$ cat config.mk
export PLATFORM = sky130hd
export DESIGN_NAME = bps_cmd_fifo
export DESIGN_NICKNAME = d
export VERILOG_FILES = /design/src/rtl/bps_pkg.sv /design/src/rtl/bps_cmd_fifo.sv
export SDC_FILE = /design/constraint.sdc
export NUM_CORES = 1
export LEC_CHECK = 0
export BUFFER_PORTS_ARGS = -buffer_cell sky130_fd_sc_hd__buf_4
export CAP_MARGIN = 20
export CORE_ASPECT_RATIO = 1.4
export CORE_MARGIN = 1
export CORE_UTILIZATION = 54
export CTS_BUF_LIST = sky130_fd_sc_hd__clkbuf_8
export CTS_CLUSTER_DIAMETER = 150
export DETAILED_ROUTE_END_ITERATION = 8
export GPL_TIMING_DRIVEN = 1
export PLACE_DENSITY = 0.82
export SYNTH_ARGS = -nofsm -noshare
export SYNTH_HDL_FRONTEND = slang
export SYNTH_SLANG_ARGS = --single-unit
$ cat constraint.sdc
create_clock -name clk -period 4.93 [get_ports clk]
set_clock_uncertainty 0.15 [all_clocks]
set_input_delay 0.493 -clock clk [delete_from_list [all_inputs] [get_ports clk]]
set_output_delay 0.493 -clock clk [all_outputs]
set_load 0.05 [all_outputs]
$ cat src/rtl/bps_pkg.sv
package bps_pkg;

    // Image and window dimensions are clamped to this bound
    localparam int MAX_DIM = 4096;
    localparam int DIM_W   = 13;
    localparam int COLOR_W = 24;
    // (w-1-c)*ww and (h-1-r)*wh stay below 2^24
    localparam int PROD_W  = 24;
    localparam int CFG_IDX_W = 3;
    localparam int BUDGET_W  = 33;

    typedef logic [DIM_W-1:0]   dim_t;
    typedef logic [COLOR_W-1:0] color_t;

    // Configuration register indexes
    localparam logic [CFG_IDX_W-1:0] REG_DISPLAY_MODE  = 3'd0;
    localparam logic [CFG_IDX_W-1:0] REG_IMAGE_WIDTH   = 3'd1;
    localparam logic [CFG_IDX_W-1:0] REG_IMAGE_HEIGHT  = 3'd2;
    localparam logic [CFG_IDX_W-1:0] REG_WINDOW_WIDTH  = 3'd3;
    localparam logic [CFG_IDX_W-1:0] REG_WINDOW_HEIGHT = 3'd4;
    localparam logic [CFG_IDX_W-1:0] REG_BYTE_BUDGET   = 3'd5;

    localparam logic MODE_TILE  = 1'b0;
    localparam logic MODE_SCALE = 1'b1;

    localparam logic [BUDGET_W-1:0] BYTES_PER_PIXEL = 33'd3;

    typedef struct packed {
        logic        display_mode;
        dim_t        image_width;
        dim_t        image_height;
        dim_t        window_width;
        dim_t        window_height;
        logic [31:0] byte_budget;
    } bps_cfg_t;

    // Command passed from the byte front end to the rectangle back end
    typedef struct packed {
        logic   restart;   // new image: reset edges, start row 0
        logic   pixel;     // a complete pixel
        logic   tile;      // pixel is drawn one to one
        logic   row_adv;   // a row ends after this command
        dim_t   col;       // clamped column of the pixel
        dim_t   tile_y;    // window row of the pixel in tile mode
        dim_t   next_row;  // row to start
        color_t color;
        logic   spent;     // byte budget used up by this pixel
    } bps_cmd_t;

    // A zero dimension counts as one, anything above the bound as the bound
    function automatic dim_t clamp_dim(input dim_t v);
        dim_t r;
        if (v == '0)
        begin
            r = dim_t'(1);
        end
        else if (v > dim_t'(MAX_DIM))
        begin
            r = dim_t'(MAX_DIM);
        end
        else
        begin
            r = v;
        end
        return r;
    endfunction

endpackage

$ cat src/rtl/bps_cmd_fifo.sv
module bps_cmd_fifo import bps_pkg::*;
(
    input  logic     clk,
    input  logic     rst_n,
    input  logic     push,
    input  bps_cmd_t push_cmd,
    output logic     full,
    input  logic     pop,
    output bps_cmd_t pop_cmd,
    output logic     empty
);

    bps_cmd_t   entry_reg [0:1];
    logic       wr_ptr_reg, wr_ptr_next;
    logic       rd_ptr_reg, rd_ptr_next;
    logic [1:0] cnt_reg, cnt_next;

    assign full    = (cnt_reg == 2'd2);
    assign empty   = (cnt_reg == 2'd0);
    assign pop_cmd = entry_reg[rd_ptr_reg];

    // Pointer and fill level update
    always_comb
    begin
        wr_ptr_next = wr_ptr_reg;
        rd_ptr_next = rd_ptr_reg;
        cnt_next    = cnt_reg;
        if (push)
        begin
            wr_ptr_next = !wr_ptr_reg;
        end
        if (pop)
        begin
            rd_ptr_next = !rd_ptr_reg;
        end
        if (push && !pop)
        begin
            cnt_next = cnt_reg + 2'd1;
        end
        else if (pop && !push)
        begin
            cnt_next = cnt_reg - 2'd1;
        end
    end

    always_ff @(posedge clk or negedge rst_n)
    begin
        if (!rst_n)
        begin
            wr_ptr_reg <= 1'b0;
            rd_ptr_reg <= 1'b0;
            cnt_reg    <= 2'd0;
        end
        else
        begin
            wr_ptr_reg <= wr_ptr_next;
            rd_ptr_reg <= rd_ptr_next;
            cnt_reg    <= cnt_next;
        end
    end

    // Entry storage
    always_ff @(posedge clk)
    begin
        if (push)
        begin
            entry_reg[wr_ptr_reg] <= push_cmd;
        end
    end

endmodule

* After elaboration in Yosys (flattened, before gate mapping)
Memories as Yosys holds them, arrays and structs flattened.
Cells that the tools add are included.
** Word-level totals
- Word-level logic and storage cells :: 19
- Memories :: 1
- Register bits after elaboration :: 4
- Output and inout bits :: 70
- Bits in writable memories :: 136
** Operators by class
- Muxes and demuxes :: 4
- Eq/ne operators :: 1
- Reductions and logical operators :: 8
- $add $sub $neg :: 2
** Memory list
- entry_reg :: words 2, width 68, rd ports 1, clocked after memory_dff 0, write ports 1, RTL line bps_cmd_fifo.sv:13 : bps_cmd_t entry_reg [0:1];
** Operators with widths (number)
- zero test 1 bit :: 4
- two-way mux 2 bit :: 2
- adder 2 x 1 -> 2 bit, second input constant :: 1
- equality test 2 bit, second input constant :: 1
- logical AND 1 bit :: 2
- zero test 2 bit :: 1
- two-way mux 1 bit :: 2
- nonzero test 2 bit :: 1
- subtractor 2 x 1 -> 2 bit, second input constant :: 1

* Longest topological paths before layout
- Depth in word-level cells :: 4
- Depth in mapped cells :: 5

* Least setup slack after synthesis
Ideal clock, no wire load.
- Path type :: input port to flip-flop
- Start point :: input port push
- End point :: memory entry_reg[0][0] in the netlist's numbering (enable)
- Path buffers :: 0
- Arrival time :: 3478 ps
- Setup time :: 503 ps
- Required time :: 4277 ps
- Slack :: 799 ps
- Stages on the path :: 1
- Cell sequence :: nor2b_1
** On the way
- Word-level cells in the longest chain between the ends :: 2
** RTL lines
- from (decl) :: RTL line bps_cmd_fifo.sv:5 : input logic push,
- two-way mux 1 bit :: RTL line bps_cmd_fifo.sv:65 : if (push)
- two-way mux 1 bit (implied by the code) :: RTL line bps_cmd_fifo.sv:67 : entry_reg[wr_ptr_reg] <= push_cmd;
- to (decl) :: RTL line bps_cmd_fifo.sv:13
Every way passes these cells.

==> summary.md <==
| Metric | Value |
|---|---|
| Fin cells | `502` |
| Ratio of cells with drive above 1 in the final layout | `60.76%` |
| Violation count after the first detailed-route iteration | `156` |
| Mapped Cells | `228` |
| Main synth FF type | `edfxtp_1` |
| Area Overhead vs Synth | `30.21%` |
| WHS Path Cells | `1` |
| Busiest grt layer | `met2` |
| Fillers | `579` |
| DRT Pass-1 Iters | `6` |
| Global-route wire length before repair | `13850 µm` |
| Failing checks | `design-rule violations` |
| Post-route clock period utilization | `56.57%` |
| Unrepaired setup endpoints after global routing | `false` |
| Max incr delay on CP | `1060 ps` |
| Port buffer count | `141` |
| Register area share after synthesis | `81.46%` |
| Vias in the first global route | `2729` |
| Core Region | `0.009131 mm²` |
| Synth warn | `0` |
| Avg Cell Area, Syn | `22.53 µm²` |
| RePlAce Congestion | `0.7067` |
| Netlist cell types | `14` |
| GRT met3 Usage | `7.178%` |
| Outcome | `finished with violations` |
| Largest cells by area after synthesis | `edfxtp_1 (80%), mux2_2 (13%), mux2_4 (2.9%)` |
| GR Util All Layers | `19.50%` |
| Via density | `5.179` |
| Max VDD drop | `0.6098 mV` |
| Measured slew at the worst slew-check pin | `952.4 ps` |
| Met1 Use GR | `20.86%` |
| Pleak | `2.555 nW` |
| Register clock-pin slew on the reported worst setup and hold paths | `80 ps` |
| N_diodes | `0` |
| CP endpoint kind | `output pin` |
| Rows | `41` |
| CTS root buf | `clkbuf_8` |
| Die span in x | `84.43 µm` |
| Worst Path Max Fanout | `69` |
| Maximum clock path buffer count | `2` |
| Synth area leader | `edfxtp_1` |
| Setup CP Type | `flip-flop to output pin` |
| Initial antenna violation count | `0` |
| Slowest CP cell | `dfrtp_4` |
| R2R depth | `2` |
| Post-CTS Setup Bufs | `0` |
| Largest net degree at the start of global routing | `70` |
| Overall routed net length | `8946 µm` |
| Min-delay src | `push_cmd[18]` |
| PwrDens | `669.3 mW/mm²` |
| Nets | `455` |
| Initial core utilization | `56.25%` |
| Number of buffers created by CTS | `17` |
| Finished Core Util | `73.24%` |
| Dpl ws | `2408 ps` |
| Area of the mapped netlist | `0.005136 mm²` |
| Htree depth | `4` |
| Area of the multi-input gates | `895.9 µm²` |
| Drt wl/cell | `17.82 µm` |
| Storage element area | `0.004188 mm²` |
| CTS Sinks | `140` |
| Io pins | `142` |
| Area share of the largest cell type after synthesis | `79.51%` |
| Req. time, crit path | `4290 ps` |
| Count leader, synth | `edfxtp_1` |
| Max reg flops | `136` |
| Die area | `0.009911 mm²` |
| Setup violators final | `0` |
| Slew margin rel. | `36.50%` |
| Placed cell count | `469` |
| Final worst path period need | `2789 ps` |
| Crit path cell chain | `mux2_2, buf_4` |
| CTS tree | `done` |
| Clock latency on the worst-skew pair | `430 ps` |
| Hold Crit Class | `input pin to flip-flop` |
| Slew Viols, Final | `0` |
| CP Data Arrival Time | `2150 ps` |
| Yosys reg bits | `140` |
| Met2 usage | `33.25%` |
| Drt drc | `10` |
| Post-synth EDFFs | `136` |
| Family with the most delay on the worst path | `flip-flops` |
| Syn nets | `301` |
| Dpl hpwl | `5747 µm` |
| Critical path launch point | `rd_ptr_reg$_DFFE_PN0P_` |
| Count of final hold-check violations | `0` |
| Fin worst setup slack | `2141 ps` |
| Setup TNS | `0 ps` |
| Remaining antenna violation count | `0` |
| FMAX | `0.3585 GHz` |
| Post-synth top cells | `edfxtp_1 (136), mux2_2 (58), mux2_4 (10)` |
| Max cap viols | `0` |
| Ys async rst share | `2.857%` |
| Crit path depth | `2` |
| Startpoint Class | `flip-flop` |
| Global route total overflow | `0` |
| Via count | `2600` |
| Crit path buffers/inverters | `1` |
| Die Span Y | `117.4 µm` |
| Worst flop-to-flop path startpoint | `wr_ptr_reg$_DFFE_PN0P_` |
[power breakdown]
group          internal (mW)  switching (mW)  total [mW]  leakage, nW
registers               1.58           0.174        1.76         1.32
logic                  0.637            1.19        1.82         1.05
clock network          0.488           0.407       0.895        0.185
[kinds of logic (layout without fill, tap and decap cells)]
logic type / count (synthesis) / after routing / share of synthesized area (%)
XOR/XNOR: 5 / 5 / 0.8526
multiplexers: 68 / 68 / 15.64
AND/OR/NAND/NOR: 5 / 5 / 0.5117
flip-flops: 140 / 140 / 81.46
adder cells (fa/ha/maj): 1 / 1 / 0.2436
buffers and inverters: 9 / 176 / 1.291
[timing repair]
action	CTS	global route
endpoints found under the hold margin	4	0
resized for setup	0	0
hold buffers	1	0
[worst paths after layout]
kind,to,slack [ps]
hold / removal,entry_reg[0][18]$_DFFE_PP_,90
setup reg to reg,entry_reg[0][2]$_DFFE_PP_,2630
min in group asynchronous,wr_ptr_reg$_DFFE_PN0P_,230
setup / recovery,pop_cmd[61],2140
hold reg to reg,cnt_reg[1]$_DFFE_PN0P_,370
max in group asynchronous,rd_ptr_reg$_DFFE_PN0P_,4280
[cells in the final DEF (no fill, tap or decap), drive strengths merged]
master / synthesis / layout
buf: 8 / 142
edfxtp: 136 / 136
mux2: 68 / 68
clkbuf: 0 / 17
clkinv: 0 / 6
clkinvlp: 0 / 5
xor2: 4 / 4
dfrtp: 4 / 4
bufinv: 0 / 3
nor2: 2 / 2
inv: 1 / 2
nor2b: 2 / 2
and2: 1 / 1
xnor2: 1 / 1
ha: 1 / 1
dlygate4sd3: 0 / 1
[stage by stage]
step | power, mW | hold slack [ps] | area [µm²]
2_1_floorplan | 3.123 | 47.41 | 5136
3_3_place_gp | 3.593 | 139.6 | 6287
3_5_place_dp | 3.622 | 141.7 | 6287
4_1_cts | 4.520 | 60.13 | 6688
5_1_grt | 4.640 | 54.52 | 6688
6_report | 4.476 | 87.85 | 6688
[worst register-to-register path, stage by stage, from the launching register on]
cell,delay (ps)
dfrtp_1,450
nor2b_4,760
buf_4,580
[area by class of cell]
cell class	count	share of cell area, %
clock buffer	17	3.499
clock inverter	15	2.339
inverter	1	0.05613
multi-input combinational	79	13.40
sequential	140	62.62
tap	107	2.002
timing repair buffer	143	16.09
[routing by layer]
| layer | up-vias | routed length [µm] |
|---|---|---|
| met2 | 105 | 4904 |
| li1 | 1207 | - |
| met3 | 27 | 552 |
| met1 | 1261 | 3159 |
| met5 | - | 0 |
| met4 | 0 | 330 |
No activity file was read; power rests on OpenSTA's default activity.
